`src/cbpm_pkg.sv`:
```
// Shared constants for the clock buffer pool manager.
package cbpm_pkg;

  localparam int unsigned NumFramesDef = 32;
  localparam int unsigned PinBitsDef   = 8;

  localparam int unsigned FrameW  = 5;
  localparam int unsigned FileW   = 16;
  localparam int unsigned PageW   = 32;
  localparam int unsigned CmdW    = 3;
  localparam int unsigned StatusW = 3;

  localparam logic [CmdW-1:0] CmdRead    = 3'd0;
  localparam logic [CmdW-1:0] CmdUnpin   = 3'd1;
  localparam logic [CmdW-1:0] CmdAlloc   = 3'd2;
  localparam logic [CmdW-1:0] CmdDispose = 3'd3;
  localparam logic [CmdW-1:0] CmdFlush   = 3'd4;

  localparam logic [StatusW-1:0] StOk        = 3'd0;
  localparam logic [StatusW-1:0] StAllPinned = 3'd1;
  localparam logic [StatusW-1:0] StNotPinned = 3'd2;
  localparam logic [StatusW-1:0] StPinFlush  = 3'd3;
  localparam logic [StatusW-1:0] StPinOvf    = 3'd4;

  localparam logic KindFinal     = 1'b0;
  localparam logic KindWriteback = 1'b1;

endpackage

```
`src/clock_buffer_pool_manager_core.sv`:
```
// Top level of the clock buffer pool manager: command sequencer over the frame descriptor RAM.
//
//  channel  | dir | tuser      | tdata                                  | tlast
//  s_axis   | in  | cmd        | file_id, page_no, mark_dirty           | -
//  m_axis   | out | kind       | frame, out_file_id, out_page_no, hit,  | last
//           |     |            | status                                 |
//
// One command at a time. Take the command, then for each frame visited read the RAM and then
// evaluate and write back, then send the final word.
// A lookup walks up to NUM_FRAMES frames, a clock sweep up to 2*NUM_FRAMES, a flush NUM_FRAMES.
// Valid bits sit in flip-flops and are cleared by reset, so no clearing pass is needed.
// A stalled output holds the sequencer.
module clock_buffer_pool_manager_core #(
  parameter int unsigned NUM_FRAMES = cbpm_pkg::NumFramesDef,
  parameter int unsigned PIN_BITS   = cbpm_pkg::PinBitsDef
) (
  input  logic        clk_i,
  input  logic        rst_ni,
  input  logic        s_axis_tvalid,
  output logic        s_axis_tready,
  input  logic [55:0] s_axis_tdata,  // file_id[15:0], page_no[47:16], mark_dirty[48]
  input  logic [2:0]  s_axis_tuser,  // cmd[2:0]
  output logic        m_axis_tvalid,
  input  logic        m_axis_tready,
  output logic [63:0] m_axis_tdata,  // frame[4:0], out_file_id[20:5], out_page_no[52:21],
                                     // hit[53], status[56:54]
  output logic        m_axis_tuser,  // kind
  output logic        m_axis_tlast   // last
);

  localparam int unsigned FW  = $clog2(NUM_FRAMES);
  localparam int unsigned CW  = $clog2(NUM_FRAMES + 1);
  localparam int unsigned DW  = 2 + PIN_BITS + cbpm_pkg::FileW + cbpm_pkg::PageW;
  localparam logic [FW-1:0] LastIdx = FW'(NUM_FRAMES - 1);
  localparam logic [CW-1:0] AllPinned = CW'(NUM_FRAMES);
  localparam logic [PIN_BITS-1:0] PinMax = '1;

  localparam logic [2:0] S_IDLE  = 3'd0;
  localparam logic [2:0] S_LK_RD = 3'd1;
  localparam logic [2:0] S_LK_EV = 3'd2;
  localparam logic [2:0] S_SW_RD = 3'd3;
  localparam logic [2:0] S_SW_EV = 3'd4;
  localparam logic [2:0] S_FL_RD = 3'd5;
  localparam logic [2:0] S_FL_EV = 3'd6;
  localparam logic [2:0] S_FIN   = 3'd7;

  logic [2:0] state_q, state_d;
  logic [NUM_FRAMES-1:0] vld_q, vld_d;
  logic [FW-1:0] idx_q, idx_d, hand_q, hand_d, hand_nx;
  logic [CW-1:0] pcnt_q, pcnt_d;
  logic [cbpm_pkg::CmdW-1:0] cmd_q, cmd_d;
  logic [cbpm_pkg::FileW-1:0] file_q, file_d;
  logic [cbpm_pkg::PageW-1:0] page_q, page_d;
  logic mark_q, mark_d;
  logic [FW-1:0] rfrm_q, rfrm_d;
  logic [cbpm_pkg::PageW-1:0] rpage_q, rpage_d;
  logic rhit_q, rhit_d;
  logic [cbpm_pkg::StatusW-1:0] rst_q, rst_d;

  logic o_vld_q, o_vld_d, o_kind_q, o_kind_d, o_last_q, o_last_d, o_hit_q, o_hit_d;
  logic [FW-1:0] o_frm_q, o_frm_d;
  logic [cbpm_pkg::FileW-1:0] o_file_q, o_file_d;
  logic [cbpm_pkg::PageW-1:0] o_page_q, o_page_d;
  logic [cbpm_pkg::StatusW-1:0] o_st_q, o_st_d;
  logic out_free;

  logic ram_we;
  logic [FW-1:0] ram_waddr, ram_raddr, cur;
  logic [DW-1:0] ram_wdata, ram_rdata, fill_data;
  logic v, d_dirty, d_ref;
  logic [PIN_BITS-1:0] d_pin;
  logic [cbpm_pkg::FileW-1:0] d_file;
  logic [cbpm_pkg::PageW-1:0] d_page;
  logic tag_hit;
  logic [FW+4:0] frm_ext;

  cbpm_ram #(.Width(DW), .Depth(NUM_FRAMES)) u_desc_ram (
    .clk_i   (clk_i),
    .we_i    (ram_we),
    .waddr_i (ram_waddr),
    .wdata_i (ram_wdata),
    .raddr_i (ram_raddr),
    .rdata_o (ram_rdata)
  );

  assign cur      = (state_q == S_SW_EV) ? hand_q : idx_q;
  assign v        = vld_q[cur];
  assign d_dirty  = ram_rdata[0] & v;
  assign d_ref    = ram_rdata[1] & v;
  assign d_pin    = ram_rdata[2 +: PIN_BITS] & {PIN_BITS{v}};
  assign d_file   = ram_rdata[2+PIN_BITS +: cbpm_pkg::FileW];
  assign d_page   = ram_rdata[2+PIN_BITS+cbpm_pkg::FileW +: cbpm_pkg::PageW];
  assign tag_hit  = v && (d_file == file_q) && (d_page == page_q);
  assign fill_data = {page_q, file_q, PIN_BITS'(1), 1'b1, 1'b0};
  assign hand_nx  = (hand_q == LastIdx) ? '0 : hand_q + 1'b1;
  assign out_free = !o_vld_q || m_axis_tready;

  assign s_axis_tready = (state_q == S_IDLE);
  assign frm_ext       = {5'b0, o_frm_q};
  assign m_axis_tvalid = o_vld_q;
  assign m_axis_tuser  = o_kind_q;
  assign m_axis_tlast  = o_last_q;
  assign m_axis_tdata  = {7'b0, o_st_q, o_hit_q, o_page_q, o_file_q, frm_ext[4:0]};

  always_comb begin
    state_d = state_q; vld_d = vld_q; idx_d = idx_q; hand_d = hand_q; pcnt_d = pcnt_q;
    cmd_d = cmd_q; file_d = file_q; page_d = page_q; mark_d = mark_q;
    rfrm_d = rfrm_q; rpage_d = rpage_q; rhit_d = rhit_q; rst_d = rst_q;
    o_vld_d = o_vld_q && !m_axis_tready;
    o_kind_d = o_kind_q; o_last_d = o_last_q; o_hit_d = o_hit_q; o_frm_d = o_frm_q;
    o_file_d = o_file_q; o_page_d = o_page_q; o_st_d = o_st_q;
    ram_we = 1'b0; ram_waddr = cur; ram_wdata = ram_rdata; ram_raddr = cur;

    unique case (state_q)
      S_IDLE: begin
        if (s_axis_tvalid) begin
          cmd_d  = s_axis_tuser;
          file_d = s_axis_tdata[15:0];
          page_d = s_axis_tdata[47:16];
          mark_d = s_axis_tdata[48];
          idx_d  = '0;
          pcnt_d = '0;
          rfrm_d = '0; rpage_d = s_axis_tdata[47:16]; rhit_d = 1'b0;
          rst_d  = cbpm_pkg::StOk;
          priority if (s_axis_tuser == cbpm_pkg::CmdRead || s_axis_tuser == cbpm_pkg::CmdUnpin
                       || s_axis_tuser == cbpm_pkg::CmdDispose) begin
            state_d = S_LK_RD;
          end else if (s_axis_tuser == cbpm_pkg::CmdAlloc) begin
            state_d = S_SW_RD;
          end else if (s_axis_tuser == cbpm_pkg::CmdFlush) begin
            state_d = S_FL_RD;
          end else begin
            state_d = S_FIN;
          end
        end
      end
      S_LK_RD: begin
        ram_raddr = idx_q;
        state_d = S_LK_EV;
      end
      S_LK_EV: begin
        if (tag_hit) begin
          rfrm_d = idx_q; rhit_d = 1'b1;
          state_d = S_FIN;
          ram_waddr = idx_q;
          if (cmd_q == cbpm_pkg::CmdRead) begin
            if (d_pin == PinMax) begin
              rst_d = cbpm_pkg::StPinOvf;
            end else begin
              ram_we = 1'b1;
              ram_wdata = {d_page, d_file, d_pin + 1'b1, 1'b1, d_dirty};
            end
          end else if (cmd_q == cbpm_pkg::CmdUnpin) begin
            if (d_pin == '0) begin
              rst_d = cbpm_pkg::StNotPinned;
            end else begin
              ram_we = 1'b1;
              ram_wdata = {d_page, d_file, d_pin - 1'b1, d_ref, d_dirty | mark_q};
            end
          end else begin
            vld_d[idx_q] = 1'b0;
          end
        end else if (idx_q == LastIdx) begin
          state_d = (cmd_q == cbpm_pkg::CmdRead) ? S_SW_RD : S_FIN;
        end else begin
          idx_d = idx_q + 1'b1;
          state_d = S_LK_RD;
        end
      end
      S_SW_RD: begin
        ram_raddr = hand_nx;
        hand_d = hand_nx;
        state_d = S_SW_EV;
      end
      S_SW_EV: begin
        ram_waddr = hand_q;
        if (v && d_ref) begin
          ram_we = 1'b1;
          ram_wdata = {d_page, d_file, d_pin, 1'b0, d_dirty};
          state_d = S_SW_RD;
        end else if (v && d_pin != '0) begin
          pcnt_d = pcnt_q + 1'b1;
          if (pcnt_q + 1'b1 == AllPinned) begin
            rst_d = cbpm_pkg::StAllPinned;
            state_d = S_FIN;
          end else begin
            state_d = S_SW_RD;
          end
        end else if (!d_dirty || out_free) begin
          if (d_dirty) begin
            o_vld_d = 1'b1; o_kind_d = cbpm_pkg::KindWriteback; o_last_d = 1'b0;
            o_hit_d = 1'b0; o_frm_d = hand_q; o_file_d = d_file; o_page_d = d_page;
            o_st_d = cbpm_pkg::StOk;
          end
          ram_we = 1'b1;
          ram_wdata = fill_data;
          vld_d[hand_q] = 1'b1;
          rfrm_d = hand_q;
          state_d = S_FIN;
        end
      end
      S_FL_RD: begin
        ram_raddr = idx_q;
        state_d = S_FL_EV;
      end
      S_FL_EV: begin
        if (v && d_file == file_q && d_pin != '0) begin
          rfrm_d = idx_q; rpage_d = d_page; rst_d = cbpm_pkg::StPinFlush;
          state_d = S_FIN;
        end else if (!(v && d_file == file_q && d_dirty) || out_free) begin
          if (v && d_file == file_q) begin
            vld_d[idx_q] = 1'b0;
            if (d_dirty) begin
              o_vld_d = 1'b1; o_kind_d = cbpm_pkg::KindWriteback; o_last_d = 1'b0;
              o_hit_d = 1'b0; o_frm_d = idx_q; o_file_d = d_file; o_page_d = d_page;
              o_st_d = cbpm_pkg::StOk;
            end
          end
          if (idx_q == LastIdx) begin
            rpage_d = '0;
            state_d = S_FIN;
          end else begin
            idx_d = idx_q + 1'b1;
            state_d = S_FL_RD;
          end
        end
      end
      S_FIN: begin
        if (out_free) begin
          o_vld_d = 1'b1; o_kind_d = cbpm_pkg::KindFinal; o_last_d = 1'b1;
          o_hit_d = rhit_q; o_frm_d = rfrm_q; o_file_d = file_q; o_page_d = rpage_q;
          o_st_d = rst_q;
          state_d = S_IDLE;
        end
      end
      default: state_d = S_IDLE;
    endcase
  end

  always_ff @(posedge clk_i or negedge rst_ni) begin
    if (!rst_ni) begin
      state_q <= S_IDLE;
      vld_q   <= '0;
      hand_q  <= LastIdx;
      o_vld_q <= 1'b0;
    end else begin
      state_q <= state_d;
      vld_q   <= vld_d;
      hand_q  <= hand_d;
      o_vld_q <= o_vld_d;
    end
  end

  always_ff @(posedge clk_i) begin
    idx_q <= idx_d; pcnt_q <= pcnt_d;
    cmd_q <= cmd_d; file_q <= file_d; page_q <= page_d; mark_q <= mark_d;
    rfrm_q <= rfrm_d; rpage_q <= rpage_d; rhit_q <= rhit_d; rst_q <= rst_d;
    o_kind_q <= o_kind_d; o_last_q <= o_last_d; o_hit_q <= o_hit_d; o_frm_q <= o_frm_d;
    o_file_q <= o_file_d; o_page_q <= o_page_d; o_st_q <= o_st_d;
  end

endmodule

```
`src/cbpm_ram.sv`:
```
// Generic single-port-write, single-port-read RAM with registered read data.
module cbpm_ram #(
  parameter int unsigned Width = 8,
  parameter int unsigned Depth = 32
) (
  input  logic                     clk_i,
  input  logic                     we_i,
  input  logic [$clog2(Depth)-1:0] waddr_i,
  input  logic [Width-1:0]         wdata_i,
  input  logic [$clog2(Depth)-1:0] raddr_i,
  output logic [Width-1:0]         rdata_o
);

  logic [Width-1:0] mem_q [Depth];

  always_ff @(posedge clk_i) begin
    if (we_i) begin
      mem_q[waddr_i] <= wdata_i;
    end
    rdata_o <= mem_q[raddr_i];
  end

endmodule
```
`config.mk`:
```
export PLATFORM = sky130hd
export DESIGN_NAME = clock_buffer_pool_manager_core
export DESIGN_NICKNAME = d
export VERILOG_FILES = /design/src/cbpm_pkg.sv /design/src/clock_buffer_pool_manager_core.sv /design/src/cbpm_ram.sv
export SDC_FILE = /design/constraint.sdc
export NUM_CORES = 2
export LEC_CHECK = 0
export BUFFER_PORTS_ARGS = -buffer_cell sky130_fd_sc_hd__buf_2
export CAP_MARGIN = 40
export CORE_MARGIN = 1.5
export CORE_UTILIZATION = 56
export DETAILED_ROUTE_END_ITERATION = 8
export HOLD_SLACK_MARGIN = 0.08
export PLACE_DENSITY = 0.76
export SETUP_SLACK_MARGIN = 0.1
export SLEW_MARGIN = 25
export SYNTH_ARGS = -nofsm -noshare
export SYNTH_HDL_FRONTEND = slang
export SYNTH_SLANG_ARGS = --single-unit
```
`constraint.sdc`:
```
create_clock -name clk_i -period 9.2 [get_ports clk_i]
set_clock_uncertainty 0.15 [all_clocks]
set_input_delay 1.84 -clock clk_i [delete_from_list [all_inputs] [get_ports clk_i]]
set_output_delay 1.84 -clock clk_i [all_outputs]
set_load 0.02 [all_outputs]
```
## Yosys cells after proc, flatten, opt, wreduce, memory -nomap -nowiden

Memories as Yosys holds them, arrays and structs flattened. A register that Yosys moved wholly into a read port is not among the register bits.
Index checks and enable logic that the tools add are counted.

| storage, ports and cells | value |
|---|---|
| register bits after elaboration | 204 |
| RAM bits | 1,856 |
| input bits | 63 |
| output and inout bits | 68 |
| logic and storage cells | 287 |
| memories | 1 |

| operators by class | value |
|---|---|
| $add $sub $neg | 5 |
| $lt $le $gt $ge | 5 |
| eq/ne operators | 41 |
| mux-type cells | 165 |
| bitwise operators | 7 |
| reduce and logical (&&, ||, !) cells | 42 |

Memory list:

| name | depth | bits a word | read ports | clocked after memory_dff | wr ports | line | RTL |
|---|---|---|---|---|---|---|---|
| u_desc_ram.mem_q | 32 | 58 | 1 | 1 | 1 | cbpm_ram.sv:14 | `logic [Width-1:0] mem_q [Depth];` |

Operator list:

| operator | count |
|---|---|
| $mux W32 | 21 |
| $pmux W32 S3 | 2 |
| $mux W58 | 3 |
| $mux W16 | 8 |
| $pmux W58 S2 | 1 |
| $mux W5 | 22 |
| $mux W3 | 31 |
| $pmux W32 S2 | 1 |
| $mux W10 | 5 |
| $pmux W16 S3 | 1 |
| $mux W1 | 47 |
| $and A32 B32 Y32 | 1 |
| $eq A32 B32 Y1 | 1 |
| $not A32 Y32 | 1 |
| $or A32 B32 Y32 | 1 |
| $pmux W5 S3 | 2 |
| $reduce_and A10 Y1 | 3 |
| $ne A2 B2 Y1 const B | 14 |
| $pmux W3 S8 | 1 |
| $pmux W5 S2 | 2 |
| $pmux W5 S4 | 1 |
| $lt A5 B6 Y1 const B | 3 |
| $mux W6 | 3 |
| $eq A16 B16 Y1 | 1 |
| 41 further kinds | 89 |

## Depth between registers and ports, before layout

| depth | value |
|---|---|
| depth in word-level cells | 13 |
| mapped depth | 21 |
| depth with buffers taken out | 17 |

## Modules after synthesis

Synthesis repeated with hierarchy kept, for this count alone.

| unflattened totals | value |
|---|---|
| cells, all modules | 4,994 |
| area, all modules | 84,218.3 µm² |

By module, submodules not included:

| module | instances | cells an instance | area each (µm²) | seq. area each (µm²) |
|---|---|---|---|---|
| cbpm_ram | 1 | 4,055 | 73,201.5 | 56,894.6 |
| clock_buffer_pool_manager_core | 1 | 939 | 11,016.8 | 5,926.9 |

## Worst setup path before layout

No wires, ideal clock.

| timing path | value |
|---|---|
| kind | register -> register |
| start | register state_q[0] |
| end | memory u_desc_ram.mem_q[30][0] in the netlist's numbering (enable) |
| setup time | 0.617 ns |
| arrival | 9.281 ns |
| data required time | 8.433 ns |
| slack | -0.849 ns |
| cell stages (with the launch flop) | 16 |
| clock period less this slack | 10.049 ns |
| cells stage by stage | dfrtp_1 -> buf_6 -> nor3b_2 -> mux2i_1 -> mux2_2 -> nor2b_1 -> a211oi_2 -> nand2_1 -> nand2_1 -> ha_1 -> nor3b_2 -> nand2_1 -> a31oi_1 -> a21oi_2 -> buf_2 -> nor4_1 |

| between the ends | value |
|---|---|
| word-level cells in the longest chain between the ends | 13 |
| elaborated cells between the ends (all ways) | 30 |
| those cells by class | 3 x eq/ne; 16 x mux; 3 x bitwise; 8 x reduce/logical |

Ends and longest elaborated chain:

| item | line | RTL |
|---|---|---|
| start, declared | clock_buffer_pool_manager_core.sv:47 | `logic [2:0] state_q, state_d;` |
| start signal, assigned | clock_buffer_pool_manager_core.sv:247 | `state_q <= state_d;` |
| $eq A3 B3 Y1 | clock_buffer_pool_manager_core.sv:86, clock_buffer_pool_manager_core.sv:114 |  |
| $mux W5 | clock_buffer_pool_manager_core.sv:86 | `assign cur = (state_q == S_SW_EV) ? hand_q : idx_q;` |
| $bmux W1 S5 | clock_buffer_pool_manager_core.sv:87 | `assign v = vld_q[cur];` |
| $mux W1 (implied by the code) | clock_buffer_pool_manager_core.sv:87 |  |
| $and A8 B8 Y8 / $and A1 B1 Y1 (equally long branches) | clock_buffer_pool_manager_core.sv:90, clock_buffer_pool_manager_core.sv:88 |  |
| $logic_not A8 Y1 / $logic_not A1 Y1 (equally long branches) | clock_buffer_pool_manager_core.sv:154, clock_buffer_pool_manager_core.sv:189 |  |
| $mux W1 / $logic_or A1 B1 Y1 (equally long branches) | clock_buffer_pool_manager_core.sv:154, clock_buffer_pool_manager_core.sv:189 |  |
| $mux W1 (on tied branches) | clock_buffer_pool_manager_core.sv:153, clock_buffer_pool_manager_core.sv:189 |  |
| $mux W1 (on tied branches) | clock_buffer_pool_manager_core.sv:146, clock_buffer_pool_manager_core.sv:181 |  |
| $mux W1 (on tied branches) | clock_buffer_pool_manager_core.sv:142, clock_buffer_pool_manager_core.sv:177 |  |
| $pmux W1 S2 | clock_buffer_pool_manager_core.sv:114 | `unique case (state_q)` |
| $mux W1 | cbpm_ram.sv:17 | `if (we_i) begin` |
| $mux W1 (implied by the code) | cbpm_ram.sv:18 | `mem_q[waddr_i] <= wdata_i;` |
| end, declared | cbpm_ram.sv:14 |  |

Several ways; a longest one is shown, not always the timed one. The select of a mux whose other input is x is not followed.

## Final worst setup path

| timing path | value |
|---|---|
| start | register state_q[0] |
| end | memory u_desc_ram.mem_q[15][38] in the netlist's numbering (enable) |

Same word-level chain as after synthesis.

==> flow_metrics.tcl <==
set metrics [dict create \
    r2r-start "state_q[0]" \
    dpl.hpwl_um 108000 \
    synth_top_family_by_area "multiplexers" \
    required_ps 9540 \
    first_pass_iters 7 \
    cts_resized 0 \
    synth_fa_ha_area_share_pct 0.194 \
    r2r-end "u_desc_ram.mem_q[15][38]" \
    period_needed_ps 7300 \
    synthMuxAreaShare_pct 17.3 \
    layout-drive-gt1-share_pct 28.8 \
    boundaryPins 131 \
    tightest_slew_ps 1010 \
    syn_avg_cell_area_um2 20.3 \
    vias 42549 \
    final_cells 6431 \
    gp_congestion 0.917 \
    dpl-instance-area_mm2 0.0876 \
    hold_viol 0 \
    grt_overflow 0 \
    ys_async_sr_fraction_pct 1.94 \
    cts_sinks 2118 \
    die_x_um 390 \
    wl_met1_um 77900 \
    hold_end "o_page_q[20]" \
    area_growth_pct 12.3 \
    critical_path_arrival_ps 7640 \
    clk_latency_ps 840 \
    r2r_slack_ps 1900 \
    final_nets 4406 \
    grtUsageTotal_pct 26.6 \
    wl_per_cell_um 31.2 \
    slowest_stage "or3b_1" \
    grt_max_degree 131 \
    hold_depth 1 \
    clk_pin_slew_ps 60 \
    top_layer "met5" \
    fin_area_mm2 0.0940 \
    synth_compound_area_share_pct 3.11 \
    slew_headroom_pct 32.6 \
    die_y_um 390 \
    final-setup-viol-count 0 \
    cts_buffer_depth 3 \
    fin_total_pwr_w 0.0376 \
    post_synth_xor_area_fraction_pct 0.607 \
    layout_commonest_cell "edfxtp_1" \
    cts_tree "done" \
    drv_cap 0 \
    placementRows 141 \
    crit_type "reg2reg" \
    r2r_cells 20 \
    grt_pass1_wl_um 290000 \
    p_per_area_mw_per_mm2 400 \
    yosysWarnings 0 \
    wl_met3_um 21700 \
    yosys.area_share.simple_pct 2.40 \
    grt_pass1_vias 42446 \
    synth-seq-area-share_pct 75.1 \
    vdd_drop_max_uv 507 \
    cp_cell_sequence "or3b_1 -> a21oi_4 -> mux2i_1 -> mux2i_1 -> a211oi_2 -> nand2_1 -> nand2_1 -> inv_1 -> ha_1 -> nand3_1 -> nor3_1 -> nor2_1 -> nor2_1 -> o21ai_2 -> a21oi_4 -> buf_4 -> nor4_2 -> buf_4 -> buf_4 -> buf_16" \
    viasPerCell 6.62 \
    cpMostUsedCell "buf_4" \
    cp-end-kind "register" \
    first_iter_violations 5757 \
    slew_violations 0 \
    synthCells 4117 \
    ant_nets 0 \
    hold_class "reg2reg" \
    outcome "completed" \
    finalCritPeriodShare_pct 79.4 \
    dp.cells 6056 \
    wl_met2_um 95500 \
    coreArea_mm2 0.148 \
    tns_ps 0 \
    synth_ff_type "edfxtp_1" \
    root_buffer "clkbuf_16" \
    layout_common_cells "edfxtp_1, mux4_2, mux2_2" \
    crit_fanout 26 \
    hold_start "rpage_q[20]" \
    synth_edf_count 2019 \
    max_stage_delay_ps 780 \
    drt-total-wl_um 201000 \
    htree_levels 4 \
    synth-seq-cells 2118 \
    max_freq_ghz 0.137 \
    io_buffer_count 116 \
    start_util_pct 56.5 \
    crit_path_start_kind "register" \
    grt_antenna_before_repair 6 \
    drc 0 \
    synth_area_mm2 0.0837 \
    rsz0062_at_grt "no" \
    ctsHoldBuffers 0 \
    numCtsBuffers 198 \
    diodes 0 \
    die_area_mm2 0.152 \
    post-cts-setup-buffers 0 \
    p_leak_nw 30.7 \
    synthDistinctLibCells 75 \
]
==> cell families after synthesis <==
family | Yosys count
fa+ha+maj | 13
simple gates | 429
mux | 833
flops | 2118
xor+xnor | 58
buf+inv | 265
other cells | 1
compound gates | 400
==> Yosys cell counts, types with 11 or more instances <==
cell type | instances | area share [%]
nand4_1 | 15 | 0.11
o211ai_1 | 64 | 0.57
buf_2 | 63 | 0.38
xor2_1 | 20 | 0.21
mux2_2 | 217 | 2.9
a31oi_1 | 30 | 0.22
clkbuf_1 | 151 | 0.68
o21ai_0 | 25 | 0.15
inv_1 | 13 | 0.058
buf_1 | 21 | 0.094
edfxtp_1 | 2019 | 72
nor3_1 | 44 | 0.26
nand2_1 | 136 | 0.61
nand3_1 | 26 | 0.16
nor2b_1 | 14 | 0.10
mux4_2 | 466 | 13
buf_4 | 11 | 0.099
xnor2_1 | 38 | 0.40
a21oi_1 | 114 | 0.68
nor2_1 | 123 | 0.55
a22o_1 | 41 | 0.43
dfxtp_1 | 58 | 1.4
dfrtp_1 | 36 | 1.1
ha_1 | 13 | 0.19
o21ai_1 | 58 | 0.35
nor4_1 | 15 | 0.11
mux2i_1 | 150 | 1.8
==> report_power, final <==
| group | internal [W] | switching, W | leakage, nW |
|---|---|---|---|
| Combinational | 0.00658 | 0.00910 | 8.31 |
| Clock | 0.00453 | 0.00352 | 3.13 |
| Sequential | 0.0133 | 0.000543 | 19.3 |
==> cell type report <==
class	instances	area (µm²)
Clock buffer	286	5580
Clock inverter	85	830
Fill cell	9504	54000
Inverter	14	52.6
Multi-Input combinational cell	1740	20100
Sequential cell	2118	62800
Tap cell	1930	2410
Timing Repair Buffer	258	2240
==> worst max-delay path, delay by kind of cell, from the launching register on <==
family | cells | cell delay [ps]
and+or+nand+nor | 8 | 2320
muxes | 2 | 400
adders and majority gates | 1 | 250
DFF | 1 | 640
buffers and inverters | 5 | 1530
AOI/OAI and AO/OA | 4 | 1610
==> metal layers <==
layer | up-vias | track usage (%)
met1 | 22147 | 37.5
met3 | 383 | 6.40
met2 | 2650 | 41.5
met4 | 2 | 8.15
met5 | - | 0
li1 | 17367 | -
==> worst max path at each step <==
stage               startpoint  slack, ps  cells after the start                        to
floorplan           state_q[0]       -850                     15   u_desc_ram.mem_q[30][0]
global route        state_q[0]       1490                     20  u_desc_ram.mem_q[14][41]
CTS                 state_q[0]       1990                     20  u_desc_ram.mem_q[15][41]
detailed placement  state_q[0]       2020                     20  u_desc_ram.mem_q[15][52]
finish              state_q[0]       1900                     20  u_desc_ram.mem_q[15][38]
global placement    state_q[0]       1880                     17   u_desc_ram.mem_q[6][31]
==> sequential cells by signal, indices dropped and copies added (netlist names), 3 cells and up <==
register,cells
o_st_q,3
cmd_q,3
idx_q,5
rfrm_q,5
o_file_q,16
u_desc_ram.mem_q,1856
o_page_q,32
rst_q,3
vld_q,32
u_desc_ram.rdata_o,58
file_q,16
hand_q,5
o_frm_q,5
pcnt_q,6
page_q,32
rpage_q,32
state_q,3
==> metrics by stage <==
step | util, % | hold WS (ps) | setup slack, ps
5_1_grt | 63.5 | 419 | 1490
3_5_place_dp | 59.2 | 386 | 2020
2_1_floorplan | - | 341 | -849
3_3_place_gp | 58.7 | 378 | 1880
4_1_cts | 63.5 | 397 | 1990
6_report | 63.5 | 404 | 1900
Note: power is estimated with default switching activity, not from simulation.
